File: config.mk
export PLATFORM = sky130hd
export DESIGN_NAME = line_rasterizer
export DESIGN_NICKNAME = d
export VERILOG_FILES = /design/src/rtl/lr_pkg.sv /design/src/rtl/line_rasterizer.sv /design/src/rtl/lr_ctrl.sv /design/src/rtl/lr_datapath.sv
export SDC_FILE = /design/constraint.sdc
export NUM_CORES = 1
export LEC_CHECK = 0
export ABC_AREA = 1
export BUFFER_PORTS_ARGS = -buffer_cell sky130_fd_sc_hd__buf_2
export CAP_MARGIN = 20
export CORE_MARGIN = 5
export CORE_UTILIZATION = 45
export DETAILED_ROUTE_END_ITERATION = 10
export PLACE_DENSITY = 0.73
export SLEW_MARGIN = 20
export SYNTH_ARGS = -nofsm -noshare
export SYNTH_HDL_FRONTEND = slang
export SYNTH_HIERARCHICAL = 1
export SYNTH_SLANG_ARGS = --single-unit
File: constraint.sdc
create_clock -name i_clk -period 4.8 [get_ports i_clk]
set_input_delay 0.24 -clock i_clk [delete_from_list [all_inputs] [get_ports i_clk]]
set_output_delay 0.24 -clock i_clk [all_outputs]
set_load 0.005 [all_outputs]
File: src/rtl/lr_pkg.sv
// ----------------------------------------------------------------------------
// Line rasterizer package
// Shared coordinate width, payload structs and controller/datapath links.
// ----------------------------------------------------------------------------
package lr_pkg;

    localparam int COORD_BITS = 6;

    typedef logic [COORD_BITS-1:0] t_coord;

    typedef struct packed {
        t_coord start_x;
        t_coord start_y;
        t_coord end_x;
        t_coord end_y;
    } t_line_in;

    typedef struct packed {
        t_coord pixel_x;
        t_coord pixel_y;
        logic   last_pixel;
    } t_pixel_out;

    typedef struct packed {
        logic load;     // capture endpoints
        logic setup;    // order endpoints, compute spans
        logic advance;  // emit one pixel, step the error term
    } t_lr_cmd;

    typedef struct packed {
        logic last;     // current pixel is the far endpoint
    } t_lr_status;

endpackage

File: src/rtl/line_rasterizer.sv
// The first pixel is offered after setup and the first run step register it.
// Throughput: one pixel per cycle from the pixel step register while the
// output is not held off; a line of major span D yields D + 1 pixels.
// One line is worked at a time; the last pixel may still wait at the output
// while the next line is accepted.
// Reset: synchronous, active low; clears controller state and output valid.
// ----------------------------------------------------------------------------
// Line rasterizer top level
// Bresenham line generator: endpoints in, one pixel transaction per point.
// ----------------------------------------------------------------------------
module line_rasterizer
    import lr_pkg::*;
(
    input  logic       i_clk,
    input  logic       i_rst_n,
    input  logic       i_in_valid,
    output logic       o_in_ready,
    input  t_line_in   i_in_data,
    output logic       o_out_valid,
    input  logic       i_out_ready,
    output t_pixel_out o_out_data
);

    t_lr_cmd    cmd;
    t_lr_status status;

    lr_ctrl u_ctrl (
        .i_clk       (i_clk),
        .i_rst_n     (i_rst_n),
        .i_in_valid  (i_in_valid),
        .i_out_ready (i_out_ready),
        .i_status    (status),
        .o_cmd       (cmd),
        .o_in_ready  (o_in_ready),
        .o_out_valid (o_out_valid)
    );

    lr_datapath u_datapath (
        .i_clk    (i_clk),
        .i_line   (i_in_data),
        .i_cmd    (cmd),
        .o_status (status),
        .o_pixel  (o_out_data)
    );

`ifndef ASSERT_OFF
    a_no_accept_while_drawing: assert property (
        @(posedge i_clk) disable iff (!i_rst_n)
        cmd.advance |-> !o_in_ready
    ) else $error("input accepted while a line is being drawn");

    a_load_then_setup: assert property (
        @(posedge i_clk) disable iff (!i_rst_n)
        cmd.load |=> cmd.setup
    ) else $error("setup did not follow endpoint load");

    a_last_frees_input: assert property (
        @(posedge i_clk) disable iff (!i_rst_n)
        (cmd.advance && status.last) |=> o_in_ready
    ) else $error("input not ready after the final pixel");

    a_pixel_marks_last: assert property (
        @(posedge i_clk) disable iff (!i_rst_n)
        (cmd.advance && status.last) |=> (o_out_valid && o_out_data.last_pixel)
    ) else $error("final pixel not flagged at the output");
`endif

endmodule

File: src/rtl/lr_ctrl.sv
// ----------------------------------------------------------------------------
// Line rasterizer controller
// Sequences load, setup and per-pixel steps; owns the output valid flag.
// ----------------------------------------------------------------------------
module lr_ctrl
    import lr_pkg::*;
(
    input  logic       i_clk,
    input  logic       i_rst_n,
    input  logic       i_in_valid,
    input  logic       i_out_ready,
    input  t_lr_status i_status,
    output t_lr_cmd    o_cmd,
    output logic       o_in_ready,
    output logic       o_out_valid
);

    typedef enum logic [1:0] {
        S_IDLE,
        S_SETUP,
        S_RUN
    } t_state;

    t_state r_state, n_state;
    logic   r_out_valid, n_out_valid;
    logic   advance;

    // Output slot is free when empty or being drained this cycle
    assign advance    = (r_state == S_RUN) && (!r_out_valid || i_out_ready);
    assign o_in_ready = (r_state == S_IDLE);

    always_comb begin
        o_cmd         = '0;
        o_cmd.load    = o_in_ready && i_in_valid;
        o_cmd.setup   = (r_state == S_SETUP);
        o_cmd.advance = advance;
    end

    always_comb begin
        n_state = r_state;
        unique case (r_state)
            S_IDLE: begin
                if (i_in_valid) n_state = S_SETUP;
            end
            S_SETUP: begin
                n_state = S_RUN;
            end
            S_RUN: begin
                if (advance && i_status.last) n_state = S_IDLE;
            end
            default: begin
                n_state = S_IDLE;
            end
        endcase

        if (advance) begin
            n_out_valid = 1'b1;
        end else if (i_out_ready) begin
            n_out_valid = 1'b0;
        end else begin
            n_out_valid = r_out_valid;
        end
    end

    always_ff @(posedge i_clk) begin
        if (!i_rst_n) begin
            r_state     <= S_IDLE;
            r_out_valid <= 1'b0;
        end else begin
            r_state     <= n_state;
            r_out_valid <= n_out_valid;
        end
    end

    assign o_out_valid = r_out_valid;

endmodule

File: src/rtl/lr_datapath.sv
// ----------------------------------------------------------------------------
// Line rasterizer datapath
// Endpoint registers, span and error arithmetic, pixel output register.
// ----------------------------------------------------------------------------
module lr_datapath
    import lr_pkg::*;
(
    input  logic       i_clk,
    input  t_line_in   i_line,
    input  t_lr_cmd    i_cmd,
    output t_lr_status o_status,
    output t_pixel_out o_pixel
);

    localparam int ErrBits = COORD_BITS + 1;

    t_coord r_ax, r_ay, r_bx, r_by;
    logic   r_steep;

    t_coord r_minor, r_major, r_maj_end, r_dmaj, r_dmin;
    logic   r_step_up;
    logic signed [ErrBits-1:0] r_err;

    t_pixel_out r_pixel;

    t_coord dx, dy;
    t_coord a_maj, a_min, b_maj, b_min;
    t_coord maj0, min0, maj1, min1;
    logic   swap;
    logic signed [ErrBits-1:0] err_sub;

    // Steepness from the raw endpoints
    always_comb begin
        dx = (i_line.end_x >= i_line.start_x) ? i_line.end_x - i_line.start_x
                                              : i_line.start_x - i_line.end_x;
        dy = (i_line.end_y >= i_line.start_y) ? i_line.end_y - i_line.start_y
                                              : i_line.start_y - i_line.end_y;
    end

    // Exchange axes when steep, then order by the major axis
    always_comb begin
        a_maj = r_steep ? r_ay : r_ax;
        a_min = r_steep ? r_ax : r_ay;
        b_maj = r_steep ? r_by : r_bx;
        b_min = r_steep ? r_bx : r_by;
        swap  = (a_maj > b_maj);
        maj0  = swap ? b_maj : a_maj;
        min0  = swap ? b_min : a_min;
        maj1  = swap ? a_maj : b_maj;
        min1  = swap ? a_min : b_min;
    end

    assign err_sub = r_err - $signed({1'b0, r_dmin});

    always_ff @(posedge i_clk) begin
        if (i_cmd.load) begin
            r_ax    <= i_line.start_x;
            r_ay    <= i_line.start_y;
            r_bx    <= i_line.end_x;
            r_by    <= i_line.end_y;
            r_steep <= (dy > dx);
        end

        if (i_cmd.setup) begin
            r_major   <= maj0;
            r_minor   <= min0;
            r_maj_end <= maj1;
            r_dmaj    <= maj1 - maj0;
            r_dmin    <= (min1 >= min0) ? min1 - min0 : min0 - min1;
            r_step_up <= (min0 < min1);
            r_err     <= $signed({1'b0, (maj1 - maj0) >> 1});
        end

        if (i_cmd.advance) begin
            r_pixel.pixel_x    <= r_steep ? r_minor : r_major;
            r_pixel.pixel_y    <= r_steep ? r_major : r_minor;
            r_pixel.last_pixel <= (r_major == r_maj_end);
            r_major            <= r_major + t_coord'(1);
            if (err_sub[ErrBits-1]) begin
                // Term went negative: step the minor axis and add back
                r_minor <= r_step_up ? r_minor + t_coord'(1) : r_minor - t_coord'(1);
                r_err   <= err_sub + $signed({1'b0, r_dmaj});
            end else begin
                r_err   <= err_sub;
            end
        end
    end

    always_comb begin
        o_status      = '0;
        o_status.last = (r_major == r_maj_end);
    end

    assign o_pixel = r_pixel;

endmodule

### After elaboration in Yosys (flattened, before gate mapping)

Cells that the tools add are included.

* bits of input ports: 28
* output and inout bits: 15
* register bits: 79
* word-level logic and storage cells: 76

* $lt $le $gt $ge: 6
* mux-type cells: 27
* $add $sub $neg: 12
* equal/unequal tests: 5
* reduce and logical (&&, ||, !) cells: 9

Operators with widths (count)
* two-way mux 6 bit: 19
* subtractor 6 bit: 7
* two-way mux 7 bit: 3
* >= comparator 6 bit: 3
* adder 6 x 1 -> 6 bit, second input constant: 2
* > comparator 6 bit: 2
* adder 7 bit: 1
* subtractor 7 bit: 1
* == test 6 bit: 1
* less-than comparator 6 bit: 1
* one-hot mux 2 bit (3 select lines): 1
* subtractor 6 x 1 -> 6 bit, second input constant: 1
* two-way mux 2 bit: 2
* inequality test 2 bit, second input constant: 2
* nonzero test 2 bit: 2
* logical AND 1 bit: 3
* == test 2 x 1 -> 1 bit, second input constant: 1
* == test 2 bit, second input constant: 1
* zero test 2 bit: 1
* two-way mux 1 bit: 2
* AND reduction 2 bit: 1
* zero test 1 bit: 1
* logical OR 1 bit: 1

### Depth between registers and ports, before layout

* word-level depth: 6
* depth in mapped cells: 28
* mapped depth without buffers: 25

### Modules after synthesis

The synthesis kept the hierarchy.

By module, submodules not included
* lr_datapath: times used 1, sequential area each 2222.1 sq um, area each 6055.8 sq um, cells each 727
* lr_ctrl: times used 1, sequential area each 60.1 sq um, area each 141.4 sq um, cells each 21

### Worst setup path after synthesis

No wires, ideal clock.

* path type: register to register
* start: register u_datapath.r_steep
* end: register u_datapath.r_dmin[3] (data pin)
* setup time: 0.260 ns
* required time: 4.540 ns
* path buffers: 7
* stages on the path, launching flop included: 29
* path slack: 0.594 ns
* clock period less this slack: 4.206 ns
* data arrival time: 3.946 ns
* cell sequence: edfxtp_1 -> buf_2 -> buf_2 -> buf_2 -> buf_2 -> nor2_1 -> a21oi_1 -> inv_1 -> ha_1 -> nand2_1 -> inv_1 -> nand2_1 -> nand3_4 -> nand2_4 -> buf_12 -> buf_6 -> buf_2 -> o21ai_1 -> inv_1 -> ha_1 -> inv_1 -> fa_1 -> nand3_1 -> nand2_1 -> o21ai_0 -> nand2_1 -> o211ai_1 -> o21ai_0 -> xnor2_1

* cells in the longest elaborated chain, start to end: 5
* elaborated cells between the ends (all ways): 11
* those cells by class: 2 x add/sub; 2 x order compare; 7 x mux

Ends and longest elaborated chain
* start: declaration: line lr_datapath.sv:18 `logic r_steep;`
* start signal: assignment: line lr_datapath.sv:61 `r_steep <= (dy > dx);`
* two-way mux 6 bit, on equally long branches: line lr_datapath.sv:42, lr_datapath.sv:44
* > comparator 6 bit: line lr_datapath.sv:46 `swap = (a_maj > b_maj);`
* two-way mux 6 bit, on equally long branches: line lr_datapath.sv:48, lr_datapath.sv:50
* subtractor 6 bit or >= comparator 6 bit (tied branches): line lr_datapath.sv:69 `r_dmin <= (min1 >= min0) ? min1 - min0 : min0 - min1;`
* two-way mux 6 bit *: line lr_datapath.sv:69
* end signal: assignment: line lr_datapath.sv:69
* end: declaration: line lr_datapath.sv:20 `t_coord r_minor, r_major, r_maj_end, r_dmaj, r_dmin;`

Mark *: on every way between the ends. The rest lies on a longest branch, timed or not.
A chain may end at the register's enable or synchronous reset.

### Final worst setup path

Ends and elaborated chain as after synthesis.

==> flow_summary.ini <==
[timing]
final.min_clock_period_ns = 4.299
tightest_slew_ns = 0.9500
fmaxAchievable_mhz = 232.6
rsz0062_at_grt = no
timing.setup.tns_ns = 0
period_share = 0.8957
hold_violations = 0
clock_skew_ns = 0.007100
setup_viol = 0
relSlewSlack = 0.3643
drv_slew = 0

[power_and_ir_drop]
p_total_mw = 4.756
swShare = 0.4561
seqPwrFrac = 0.241
ir_drop_v = 0.0002687
switchingPower_mw = 2.169
p_leak_nw = 3.283
combinationalPowerShare = 0.622
power_density_nw_per_um2 = 691.6
internal_power_mw = 2.586
p_clk_frac = 0.137

[setup_path]
crit_start = u_datapath/r_steep
setup.worst_path.class = flop to flop
crit_required_ns = 4.88
timing.rr.start = u_datapath/r_steep
r2r_slack_ns = 0.50
reg2reg_to = u_datapath/r_dmin[3]
cp.arrival_ns = 4.38
cp-start-kind = flop
crit_path_max_fanout = 26
crit_path_end_kind = flop
endpoint = u_datapath/r_dmin[3]
reg2reg_depth = 22

[place]
postPlaceCellArea_sq_um = 6589
globalplace.congestion = 0.9537
dp_hpwl_microns = 10270
port_buffers = 42
dp_cells = 957

[clocking]
htreeDepth = 3
clk_latency_ns = 0.33
cts_hold_buffers = 0
cts_resized = 0
root_buffer = clkbuf_16
path_clk_slew_ns = 0.06
cts_tree = built
cts_setup_buffers = 0
cts_buffer_depth = 2
numCtsBuffers = 9
cts_sinks = 79

[floorplan]
die_w_microns = 127.4
num_rows = 42
die_h_microns = 127.4
start_util = 0.4643
num_io_pins = 43
core_sq_um = 13350
die_area_sq_um = 16220

[routing]
vias_per_cell = 4.949
drt-wirelength-per-cell_microns = 12.95
drt_iter0_drc = 260
drtPass1Iterations = 5
drc = 0
routed-via-count = 4815
ant_nets = 0
postRouteWirelength_microns = 12600

[worst_hold_path]
hold_path.class = primary input to flop

[finish]
fillCellCount = 1288
multi_input_area_sq_um = 3274
stdcell_area_sq_um = 6877
layout_commonest_cell = nand2_1
nets = 893
drive_above_1_share = 0.1292
area_growth_pct = 10.96
regArea_sq_um = 2282
fin_cells = 973
diodes = 0
final_cell_mix = 141 x nand2_1, 136 x inv_1, 70 x edfxtp_1

[yosys]
ys.flop_type = edfxtp_1
synth-edff-count = 70
synth.avg_cell_area_sq_um = 8.285
synthesis.area_sq_um = 6197
ys_seq_area_frac = 0.3683
synthCells = 748
ys_seq_elements = 79
yosys_warnings = 6
synth_nets = 849
synth_cell_types = 49
async_reset_ff_frac = 0

[global_route]
grt_pass1_wl_microns = 21110
overflow = 0
grt_pass1_vias = 4508
grt_antenna_before_repair = 0
grt_max_degree = 30
grtUsageTotal = 0.1613

[outcome]
outcome = complete, no violations

[flow_run]
drv_cap = 0
## Yosys cell counts (3+ instances only)
master / number / area share
a21o_1: 4 / 0.0048
a21oi_1: 49 / 0.040
a31oi_1: 4 / 0.0040
and2_1: 3 / 0.0030
buf_2: 7 / 0.0057
clkbuf_1: 5 / 0.0030
dfxtp_1: 9 / 0.029
edfxtp_1: 70 / 0.34
fa_1: 9 / 0.029
ha_1: 64 / 0.13
inv_1: 136 / 0.082
inv_2: 3 / 0.0018
mux2_2: 4 / 0.0073
nand2_1: 141 / 0.085
nand2_2: 9 / 0.0091
nand3_1: 25 / 0.020
nand3b_1: 3 / 0.0036
nor2_1: 44 / 0.027
nor3_1: 3 / 0.0024
o21a_1: 3 / 0.0036
o21ai_0: 51 / 0.041
o21ai_1: 26 / 0.021
o21ai_2: 5 / 0.0071
xnor2_1: 11 / 0.016
xor2_1: 23 / 0.033
## final cells by class
cell class                      instances  area share
Clock buffer                            9     0.03275
Clock inverter                          7    0.009098
Inverter                              141     0.07769
Multi-Input combinational cell        510      0.4762
Sequential cell                        79      0.3319
Tap cell                              176     0.03202
Timing Repair Buffer                   51     0.04039
## power by group through the flow
stage,sequential [mW],combinational (mW),clock [mW]
6_report,1.15,2.96,0.651
3_3_place_gp,1.16,2.91,0
4_1_cts,1.15,2.97,0.668
3_5_place_dp,1.16,2.94,0
5_1_grt,1.16,3.39,0.695
2_1_floorplan,1.12,2.42,0
## kinds of logic (layout without fill, tap and decap cells)
family,after synthesis,count (layout),synth area share
AOI/OAI and AO/OA,154,154,0.1397
buffers and inverters,159,208,0.1048
xor gates and xnor gates,34,34,0.04805
adders and majority gates,73,73,0.1583
muxes,5,5,0.008883
DFF,79,79,0.3683
and+or+nand+nor,244,244,0.1720
## sequential cells by signal, summed over array words and instances (netlist names)
signal and count:
u_datapath/r_ay 6, u_datapath/r_major 6, u_datapath/r_err 7, u_datapath/r_minor 6
u_datapath/r_maj_end 6, u_datapath/r_bx 6, u_datapath/r_dmin 6, u_datapath/r_steep 1
u_datapath/r_ax 6, u_ctrl/o_out_valid 1, u_datapath/o_pixel 13, u_datapath/r_by 6
u_ctrl/r_state 2, u_datapath/r_step_up 1, u_datapath/r_dmaj 6
## how the worst min path moves through the flow
stage | to | slack, ns | startpoint | cells after the start
after global placement | u_datapath/r_ay[5] | 0.45 | i_in_data[17] | 1
after global routing | u_datapath/r_by[5] | 0.09 | i_in_data[5] | 1
after floorplan | u_datapath/r_ax[0] | 0.34 | i_in_data[18] | 0
after detailed placement | u_datapath/r_by[5] | 0.44 | i_in_data[5] | 1
after CTS | u_datapath/r_by[5] | 0.09 | i_in_data[5] | 1
final | u_datapath/r_by[5] | 0.1 | i_in_data[5] | 1
## layer usage
| layer | share of wire | up-vias | routed length [microns] | track usage |
|---|---|---|---|---|
| li1 | - | 2542 | - | - |
| met1 | 0.45 | 2137 | 5632 | 0.2056 |
| met2 | 0.47 | 115 | 5966 | 0.2719 |
| met3 | 0.052 | 21 | 649 | 0.02880 |
| met4 | 0.028 | 0 | 347 | 0.06372 |
| met5 | 0 | - | 0 | 0 |
## stage by stage
stage	setup WS (ns)	hold WS [ns]	utilization
floorplan	0.5942	0.3389	-
finish	0.5006	0.09778	0.5152
CTS	0.5219	0.08587	0.5152
global route	0.1297	0.09413	0.5152
global placement	0.6182	0.4482	0.4936
detailed placement	0.5413	0.4434	0.4936
## critical path, cell delays in order (launching register included)
cell and delay, ns:
edfxtp_1 0.53, buf_4 0.28, nor2_1 0.07, a21oi_1 0.13, inv_1 0.09, ha_1 0.35
nand2_1 0.12, nor2_4 0.13, nand3_2 0.13, nand2_4 0.29, inv_6 0.06, or2_1 0.22
o21ai_2 0.08, ha_1 0.24, inv_1 0.07, fa_1 0.38, nand3_1 0.10, nand2_1 0.05
o21ai_0 0.14, nand2_1 0.20, o211ai_1 0.13, o21ai_0 0.12, xnor2_1 0.14
Note: power is estimated with default switching activity, not from simulation.
